--- config.mk ---
export PLATFORM = sky130hd
export DESIGN_NAME = base64_stream_encoder
export DESIGN_NICKNAME = d
export VERILOG_FILES = /design/src/sv/b64enc_pkg.sv /design/src/sv/b64enc_front.sv /design/src/sv/b64enc_queue.sv /design/src/sv/b64enc_back.sv /design/src/sv/base64_stream_encoder.sv
export SDC_FILE = /design/constraint.sdc
export NUM_CORES = 1
export LEC_CHECK = 0
export BUFFER_PORTS_ARGS = -buffer_cell sky130_fd_sc_hd__buf_4
export CELL_PAD_IN_SITES_DETAIL_PLACEMENT = 1
export CELL_PAD_IN_SITES_GLOBAL_PLACEMENT = 1
export CORE_MARGIN = 10
export CORE_UTILIZATION = 49
export CTS_CLUSTER_DIAMETER = 50
export DETAILED_ROUTE_END_ITERATION = 7
export HOLD_SLACK_MARGIN = 0.03
export PLACE_DENSITY = 0.85
export SLEW_MARGIN = 20
export SYNTH_ARGS = -nofsm -noshare
export SYNTH_HDL_FRONTEND = slang
export SYNTH_SLANG_ARGS = --single-unit
--- constraint.sdc ---
create_clock -name clock -period 2.75 [get_ports clock]
set_input_delay 0 -clock clock [delete_from_list [all_inputs] [get_ports clock]]
set_output_delay 0 -clock clock [all_outputs]
set_load 0.05 [all_outputs]
--- src/sv/b64enc_pkg.sv ---
`timescale 1ns / 1ps

package b64enc_pkg;

   localparam logic [6:0] PAD_CHAR = 7'd61;
   localparam int unsigned CHARS_PER_JOB = 4;

   // Group position: bytes already taken in the current three-byte group.
   typedef enum logic [1:0] {
      PHASE_0     = 2'd0,
      PHASE_1     = 2'd1,
      PHASE_2     = 2'd2,
      PHASE_UNUSED = 2'd3
   } phase_type;

   // One encoded byte: up to four characters, emitted index 0 first.
   typedef struct packed {
      logic [CHARS_PER_JOB-1:0][6:0] chars;
      logic [1:0]                    last_idx;
      logic                          last;
   } job_type;

   // Front status seen by the top level.
   typedef struct packed {
      phase_type phase;
      logic [3:0] carry;
   } front_status_type;

   // Sextet value to base64 ASCII code.
   function automatic logic [6:0] sextet_to_ascii(input logic [5:0] sextet);
      logic [6:0] v;
      logic [6:0] code;
      v = {1'b0, sextet};
      if (sextet < 6'd26) begin
         code = 7'd65 + v;
      end else if (sextet < 6'd52) begin
         code = 7'd97 + (v - 7'd26);
      end else if (sextet < 6'd62) begin
         code = 7'd48 + (v - 7'd52);
      end else if (sextet == 6'd62) begin
         code = 7'd43;
      end else begin
         code = 7'd47;
      end
      return code;
   endfunction

endpackage

--- src/sv/b64enc_front.sv ---
`timescale 1ns / 1ps

module b64enc_front (
   input  logic                          clock,
   input  logic                          reset,
   input  logic                          accept,
   input  logic [7:0]                    data_byte,
   input  logic                          last_byte,
   output b64enc_pkg::job_type           job,
   output b64enc_pkg::front_status_type  status
);

   b64enc_pkg::phase_type phase_ff, phase_in, phase_cur;
   logic [3:0]            carry_ff, carry_in;

   always_comb begin
      phase_cur = (phase_ff == b64enc_pkg::PHASE_UNUSED) ? b64enc_pkg::PHASE_0 : phase_ff;
      job       = '0;
      phase_in  = phase_ff;
      carry_in  = carry_ff;
      job.last  = last_byte;
      job.chars[2] = b64enc_pkg::PAD_CHAR;
      job.chars[3] = b64enc_pkg::PAD_CHAR;
      unique case (phase_cur)
         b64enc_pkg::PHASE_1: begin
            job.chars[0] = b64enc_pkg::sextet_to_ascii({carry_ff[1:0], data_byte[7:4]});
            job.chars[1] = b64enc_pkg::sextet_to_ascii({data_byte[3:0], 2'b00});
            job.last_idx = last_byte ? 2'd2 : 2'd0;
            carry_in     = data_byte[3:0];
            phase_in     = b64enc_pkg::PHASE_2;
         end
         b64enc_pkg::PHASE_2: begin
            job.chars[0] = b64enc_pkg::sextet_to_ascii({carry_ff, data_byte[7:6]});
            job.chars[1] = b64enc_pkg::sextet_to_ascii(data_byte[5:0]);
            job.last_idx = 2'd1;
            carry_in     = 4'd0;
            phase_in     = b64enc_pkg::PHASE_0;
         end
         default: begin
            job.chars[0] = b64enc_pkg::sextet_to_ascii(data_byte[7:2]);
            job.chars[1] = b64enc_pkg::sextet_to_ascii({data_byte[1:0], 4'b0000});
            job.last_idx = last_byte ? 2'd3 : 2'd0;
            carry_in     = {2'b00, data_byte[1:0]};
            phase_in     = b64enc_pkg::PHASE_1;
         end
      endcase
      // final byte closes the message
      if (last_byte) begin
         phase_in = b64enc_pkg::PHASE_0;
         carry_in = 4'd0;
      end
      status.phase = phase_ff;
      status.carry = carry_ff;
   end

   always_ff @(posedge clock) begin
      if (reset) begin
         phase_ff <= b64enc_pkg::PHASE_0;
         carry_ff <= 4'd0;
      end else if (accept) begin
         phase_ff <= phase_in;
         carry_ff <= carry_in;
      end
   end

endmodule

--- src/sv/b64enc_queue.sv ---
`timescale 1ns / 1ps

module b64enc_queue #(
   parameter int unsigned DEPTH = 2
) (
   input  logic                clock,
   input  logic                reset,
   input  logic                push_valid,
   output logic                push_ready,
   input  b64enc_pkg::job_type push_job,
   output logic                pop_valid,
   input  logic                pop_ready,
   output b64enc_pkg::job_type pop_job
);

   localparam int unsigned PTR_W = (DEPTH > 1) ? $clog2(DEPTH) : 1;
   localparam int unsigned CNT_W = $clog2(DEPTH + 1);
   localparam logic [PTR_W-1:0] LAST_PTR = PTR_W'(DEPTH - 1);
   localparam logic [CNT_W-1:0] FULL_CNT = CNT_W'(DEPTH);

   b64enc_pkg::job_type slots_ff [DEPTH];
   logic [PTR_W-1:0]    wr_ptr_ff, rd_ptr_ff;
   logic [CNT_W-1:0]    count_ff;
   logic                push, pop;

   assign push_ready = (count_ff != FULL_CNT);
   assign pop_valid  = (count_ff != '0);
   assign pop_job    = slots_ff[rd_ptr_ff];
   assign push       = push_valid && push_ready;
   assign pop        = pop_valid && pop_ready;

   always_ff @(posedge clock) begin
      if (push) begin
         slots_ff[wr_ptr_ff] <= push_job;
      end
   end

   always_ff @(posedge clock) begin
      if (reset) begin
         wr_ptr_ff <= '0;
         rd_ptr_ff <= '0;
         count_ff  <= '0;
      end else begin
         if (push) begin
            wr_ptr_ff <= (wr_ptr_ff == LAST_PTR) ? '0 : wr_ptr_ff + 1'b1;
         end
         if (pop) begin
            rd_ptr_ff <= (rd_ptr_ff == LAST_PTR) ? '0 : rd_ptr_ff + 1'b1;
         end
         if (push && !pop) begin
            count_ff <= count_ff + 1'b1;
         end else if (pop && !push) begin
            count_ff <= count_ff - 1'b1;
         end
      end
   end

endmodule

--- src/sv/b64enc_back.sv ---
`timescale 1ns / 1ps

module b64enc_back (
   input  logic                clock,
   input  logic                reset,
   input  logic                job_valid,
   output logic                job_ready,
   input  b64enc_pkg::job_type job,
   output logic                out_valid,
   input  logic                out_ready,
   output logic [6:0]          out_char,
   output logic                out_last
);

   b64enc_pkg::job_type cur_ff;
   logic                cur_valid_ff, cur_valid_in;
   logic [1:0]          idx_ff, idx_in;
   logic                out_valid_ff, out_valid_in;
   logic [6:0]          out_char_ff, out_char_in;
   logic                out_last_ff, out_last_in;
   logic                out_free, emit, job_done;

   always_comb begin
      out_free     = !out_valid_ff || out_ready;
      emit         = out_free && cur_valid_ff;
      job_done     = emit && (idx_ff == cur_ff.last_idx);
      job_ready    = !cur_valid_ff || job_done;
      cur_valid_in = cur_valid_ff;
      idx_in       = idx_ff;
      out_valid_in = out_valid_ff && !out_ready;
      out_char_in  = out_char_ff;
      out_last_in  = out_last_ff;
      if (emit) begin
         out_valid_in = 1'b1;
         out_char_in  = cur_ff.chars[idx_ff];
         out_last_in  = cur_ff.last && (idx_ff == cur_ff.last_idx);
         idx_in       = idx_ff + 1'b1;
      end
      if (job_ready) begin
         cur_valid_in = job_valid;
         idx_in       = 2'd0;
      end
   end

   always_ff @(posedge clock) begin
      if (reset) begin
         cur_valid_ff <= 1'b0;
         idx_ff       <= 2'd0;
         out_valid_ff <= 1'b0;
      end else begin
         cur_valid_ff <= cur_valid_in;
         idx_ff       <= idx_in;
         out_valid_ff <= out_valid_in;
      end
      if (job_ready && job_valid) begin
         cur_ff <= job;
      end
      out_char_ff <= out_char_in;
      out_last_ff <= out_last_in;
   end

   assign out_valid = out_valid_ff;
   assign out_char  = out_char_ff;
   assign out_last  = out_last_ff;

endmodule

--- src/sv/base64_stream_encoder.sv ---
`timescale 1ns / 1ps

// Base64 (RFC 4648) stream encoder, alphabet A-Z a-z 0-9 + / with '=' pad.
// Request channel: one raw byte per item (req_data_byte) plus req_last_byte
// on the final byte of a message. Response channel: one ASCII character per
// item (rsp_char_code), rsp_last_char set on the final character.
// Each byte yields 1 or 2 characters mid-message; the last byte flushes the
// group and pads, for 2, 3 or 4 characters in total.
// Throughput is one character per cycle while rsp_ready stays high, set by
// the single output register: a byte yields 1 to 4 characters, about 4/3
// characters per byte on a long message. After a byte is accepted, its job
// passes a queue slot, the back-end job register and the output register.
// The front classifies bytes into character jobs; a QUEUE_DEPTH-entry job
// queue separates it from the back end, which streams characters out.
// req_ready drops only when the queue is full, so bytes keep coming in while
// characters wait at the output. A stalled rsp_ready holds the current
// character; the back end and then the queue fill up behind it.
// Reset (synchronous, active high) empties the queue and output register
// and returns the encoder to the start of a group.

module base64_stream_encoder #(
   parameter int unsigned QUEUE_DEPTH = 2
) (
   input  logic       clock,
   input  logic       reset,
   input  logic       req_valid,
   output logic       req_ready,
   input  logic [7:0] req_data_byte,
   input  logic       req_last_byte,
   output logic       rsp_valid,
   input  logic       rsp_ready,
   output logic [6:0] rsp_char_code,
   output logic       rsp_last_char
);

   b64enc_pkg::job_type          push_job, pop_job;
   b64enc_pkg::front_status_type front_status;
   logic                         req_accept;
   logic                         pop_valid, pop_ready;

   assign req_accept = req_valid && req_ready;

   // Front: tracks group phase and carried bits, builds a job per byte.
   b64enc_front u_front (
      .clock     (clock),
      .reset     (reset),
      .accept    (req_accept),
      .data_byte (req_data_byte),
      .last_byte (req_last_byte),
      .job       (push_job),
      .status    (front_status)
   );

   // Job queue between front and back end.
   b64enc_queue #(
      .DEPTH (QUEUE_DEPTH)
   ) u_queue (
      .clock      (clock),
      .reset      (reset),
      .push_valid (req_valid),
      .push_ready (req_ready),
      .push_job   (push_job),
      .pop_valid  (pop_valid),
      .pop_ready  (pop_ready),
      .pop_job    (pop_job)
   );

   // Back end: one character per cycle into the output register while rsp_ready is high.
   b64enc_back u_back (
      .clock     (clock),
      .reset     (reset),
      .job_valid (pop_valid),
      .job_ready (pop_ready),
      .job       (pop_job),
      .out_valid (rsp_valid),
      .out_ready (rsp_ready),
      .out_char  (rsp_char_code),
      .out_last  (rsp_last_char)
   );

   // Group phase never reaches the unused code.
   assert property (@(posedge clock) disable iff (reset)
      front_status.phase != b64enc_pkg::PHASE_UNUSED)
      else $error("group phase reached unused code");

   // A final byte returns the front to the start of a clean group.
   assert property (@(posedge clock) disable iff (reset)
      (req_accept && req_last_byte) |=>
         (front_status.phase == b64enc_pkg::PHASE_0 && front_status.carry == 4'd0))
      else $error("front not cleared after final byte");

   // A mid-message byte at group start moves to phase one with two carried bits.
   assert property (@(posedge clock) disable iff (reset)
      (req_accept && !req_last_byte && front_status.phase == b64enc_pkg::PHASE_0) |=>
         (front_status.phase == b64enc_pkg::PHASE_1 && front_status.carry[3:2] == 2'b00))
      else $error("phase advance from group start wrong");

endmodule

==> metrics.md <==
| Metric | Value |
|---|---|
| Sequential-to-total area share from yosys stat | `44.55%` |
| Maximum VDD drop | `about 0.31 mV` |
| Data required, critical path | `2780 ps` |
| CTS sink count | `73` |
| Via/cell ratio | `6.233` |
| Reg2reg end | `u_queue.slots_ff[0][3]` |
| DP Area | `4820 um2` |
| Overall Global Routing Usage | `18.17%` |
| First-pass GRT wire length | `19.60 mm` |
| Static leakage | `1.888 nW` |
| Met2 usage | `31.27%` |
| Post-Synthesis Cells | `456` |
| Max Freq | `approximately 0.40 GHz` |
| Dpl hpwl | `8.716 mm` |
| Mux cell area share after synthesis | `6.140%` |
| R2r setup slk | `~220 ps` |
| Worst hold endpoint | `u_front.carry_ff[1]` |
| Placeable Area | `a little over 9000 um2` |
| Met3 usage | `3.211%` |
| Largest family of logic cells by synthesized area | `compound AO/OA/AOI/OAI gates` |
| Later-pin clock latency in the skew report | `~330 ps` |
| Synth Area in Simple Gates | `15.02%` |
| Max cap viols | `0` |
| CP arrival | `between 2000 and 3000 ps` |
| Initial DRC Count | `240` |
| Met1 Usage GRT | `22.49%` |
| Final nets | `510` |
| Hold Crit Depth | `3` |
| Outcome | `complete, no violations` |
| Setup crit start kind | `register` |
| Post-synth EDFFs | `59` |
| Initial antenna violation count | `0` |
| Slew headroom | `~44%` |
| Number of synthesized register bits | `73` |
| Actual slew at the worst max-slew pin | `833.3 ps` |
| Hold Crit Class | `in -> reg` |
| Initial core utilization | `50.08%` |
| # port buffers | `22` |
| CP max FO | `12` |
| Busiest grt layer | `met2` |
| Hold path startpoint | `req_data_byte[1]` |
| Pwr/cell area | `737.7 nW/um2` |
| DIE WIDTH | `117.0 um` |
| Clock Path Buffers | `2` |
| Vias in the first global route | `3708` |
| Async set or reset register ratio after synthesis | `0%` |
| Category of the most critical setup path | `reg -> reg` |
| Yosys cell types | `58` |
| CTS tree | `built` |
| Non-Filler Instances | `around 590` |
| Worst r2r src | `u_front.carry_ff[0]` |
| Synth Flop Type | `edfxtp_1` |
| Root buf cell | `clkbuf_8` |
| Die Y | `around 120 um` |
| Wirelength per Cell | `20.29 um` |
| Cell Rows | `35` |
| Fill count | `between 1k and 1.5k` |
| Post-route minimum period | `2531 ps` |
| # diodes | `0` |
| Post-Synth XOR/XNOR Area | `under 10%` |
| CTS H-tree depth | `3` |
| Total wire length | `around 12 mm` |
| Fraction of layout cells with a size suffix above 1 | `13.84%` |
| Inserted Clock Buffers | `9` |
| Tcrit/Tclk final | `92.03%` |
| TNS Setup | `0 ps` |
| Die Footprint | `13680 um2` |
| Via count | `3665` |
| Adder-cell area share of the yosys netlist | `under 10%` |
| Final GP Congestion | `0.9421` |
| RSZ-0062 raised after global routing | `no` |
| Clock slew at reported path FFs | `70 ps` |
| Worst Reg-to-Reg Cells | `7` |
| Synthesized area per cell | `10.10 um2` |
| Final hold violations | `0` |
| Layout area overhead | `9.916%` |
| Grt ovf | `0` |
| Drc violations | `0` |
| Drt first pass iters | `5` |
| Clock Skew | `8.773 ps` |
| Final Slew Violations | `0` |
| Placed Instances | `about 570` |
| Design area | `around 5000 um2` |
| # setup viols final | `0` |
| Synthesized area | `4606 um2` |
| Syn_nets | `494` |
| Synth Area in Compound Gates | `18.34%` |
| Synth Warn # | `0` |
| Endpoint type of the worst setup path | `register` |
| Final ANT Viol Nets | `0` |
| Largest net degree at the start of global routing | `23` |
| I/O pin cnt | `23` |
-- where the power goes --
group | total [W] | internal, W | switching (W) | leakage (nW)
Clock | 0.000779 | 0.000429 | 0.000351 | 0.0993
Combinational | 0.00122 | 0.000477 | 0.000743 | 1.13
Sequential | 0.00173 | 0.00158 | 0.000154 | 0.663
Total | 0.00373 | 0.00249 | 0.00125 | 1.89
-- worst max path at each step --
stage               slack [ps]                endpoint                 from  depth (start not counted)
floorplan                  140     u_queue.count_ff[1]     u_back.out_valid                          7
global placement           420  u_queue.slots_ff[0][5]  u_front.carry_ff[0]                          7
detailed placement         310  u_queue.slots_ff[0][3]  u_front.carry_ff[0]                          7
CTS                        270  u_queue.slots_ff[0][3]  u_front.carry_ff[0]                          7
global route                70  u_queue.slots_ff[1][4]  u_front.carry_ff[0]                          7
finish                     220  u_queue.slots_ff[0][3]  u_front.carry_ff[0]                          7
-- cell families (layout without fill, tap and decap cells) --
family | Yosys count | count (layout)
AO/OA/AOI/OAI | 120 | 120
buffers and inverters | 51 | 72
XOR/XNOR | 22 | 22
flip-flops | 73 | 73
multiplexers | 26 | 26
adder cells (fa/ha/maj) | 25 | 25
AND/OR/NAND/NOR | 139 | 139
-- critical path: stages, from the launching register on --
cell	delay [ps]
dfxtp_1	600
inv_1	210
ha_1	300
nand3b_1	310
a21oi_1	290
mux2i_1	130
a32oi_1	200
o21ai_0	180
-- final cells by class --
| class | count | area, um2 | area share (%) |
|---|---|---|---|
| clock buffer | 14 | 183.9 | 3.633 |
| clock inverter | 2 | 8.758 | 0.1730 |
| inverter | 21 | 78.83 | 1.557 |
| multi-input combinational | 332 | 2325 | 45.92 |
| sequential | 73 | 2052 | 40.53 |
| tap | 111 | 138.9 | 2.743 |
| timing repair buffer | 35 | 275.3 | 5.437 |
-- registers in the layout (all words and copies together), names as in the netlist --
signal               cells
u_front.phase_ff         2
u_back.out_char          7
u_back.out_valid         1
u_front.carry_ff         4
u_back.idx_ff            2
u_back.cur_ff           17
u_back.out_last          1
u_queue.rd_ptr_ff        1
u_back.cur_valid_ff      1
u_queue.count_ff         2
u_queue.slots_ff        34
u_queue.wr_ptr_ff        1
-- through the flow --
step | util (%) | total power [W] | hold WS, ps | setup WS [ps]
after floorplan | - | 0.002597 | 69.07 | 141.3
final | 55.05 | 0.003734 | 67.22 | 219.1
after CTS | 55.05 | 0.003764 | 45.82 | 274.3
after detailed placement | 52.41 | 0.002961 | 248.4 | 311.7
after global placement | 52.41 | 0.002887 | 242.5 | 415.8
after global routing | 55.05 | 0.003968 | 89.88 | 67.12
-- synthesized netlist by cell type (all sizes together) (3+ instances only) --
library cell	number	share of area, %
buf	16	2.1
a211o	8	1.5
a22oi	6	0.98
o31ai	4	0.65
a211oi	4	0.65
xor2	8	1.5
nor2b	17	2.3
nand2b	5	0.68
nand3	15	1.6
a221oi	4	0.76
a21oi	29	3.2
inv	21	1.7
nor3	13	1.5
ha	25	6.8
nor3b	4	0.65
o211ai	5	0.82
and2	3	0.41
mux2	18	4.4
nand4	4	0.54
mux2i	8	1.7
dfxtp	14	6.1
a31oi	3	0.41
edfxtp	59	38
nor2	31	2.5
o311ai	4	0.76
o221ai	4	0.76
or3	5	0.79
clkbuf	14	1.2
a21o	8	1.3
xnor2	14	2.7
nand2	36	3.0
a32oi	3	0.57
o21ai	16	1.7
-- timing repair --
action	CTS	global route
hold buffers	5	0
setup buffers	0	0
hold endpoints to repair	16	0
resized for setup	0	0
-- layer usage --
layer / routed length (um) / up-vias
met5: 0 / -
met2: 6031 / 104
met4: 239 / 0
li1: - / 1729
met1: 5169 / 1814
met3: 491 / 18
-- placed cells by master (no fill, tap or decap), drive strengths merged, types with 14 or more instances in the layout --
| cell | n |
|---|---|
| nand2 | 36 |
| a21oi | 29 |
| nor2b | 17 |
| nand3 | 15 |
| xnor2 | 14 |
| clkbuf | 14 |
| mux2 | 18 |
| inv | 21 |
| ha | 25 |
| nor2 | 31 |
| o21ai | 16 |
| edfxtp | 59 |
| dfxtp | 14 |
| buf | 30 |
Note: power is estimated with default switching activity, not from simulation.
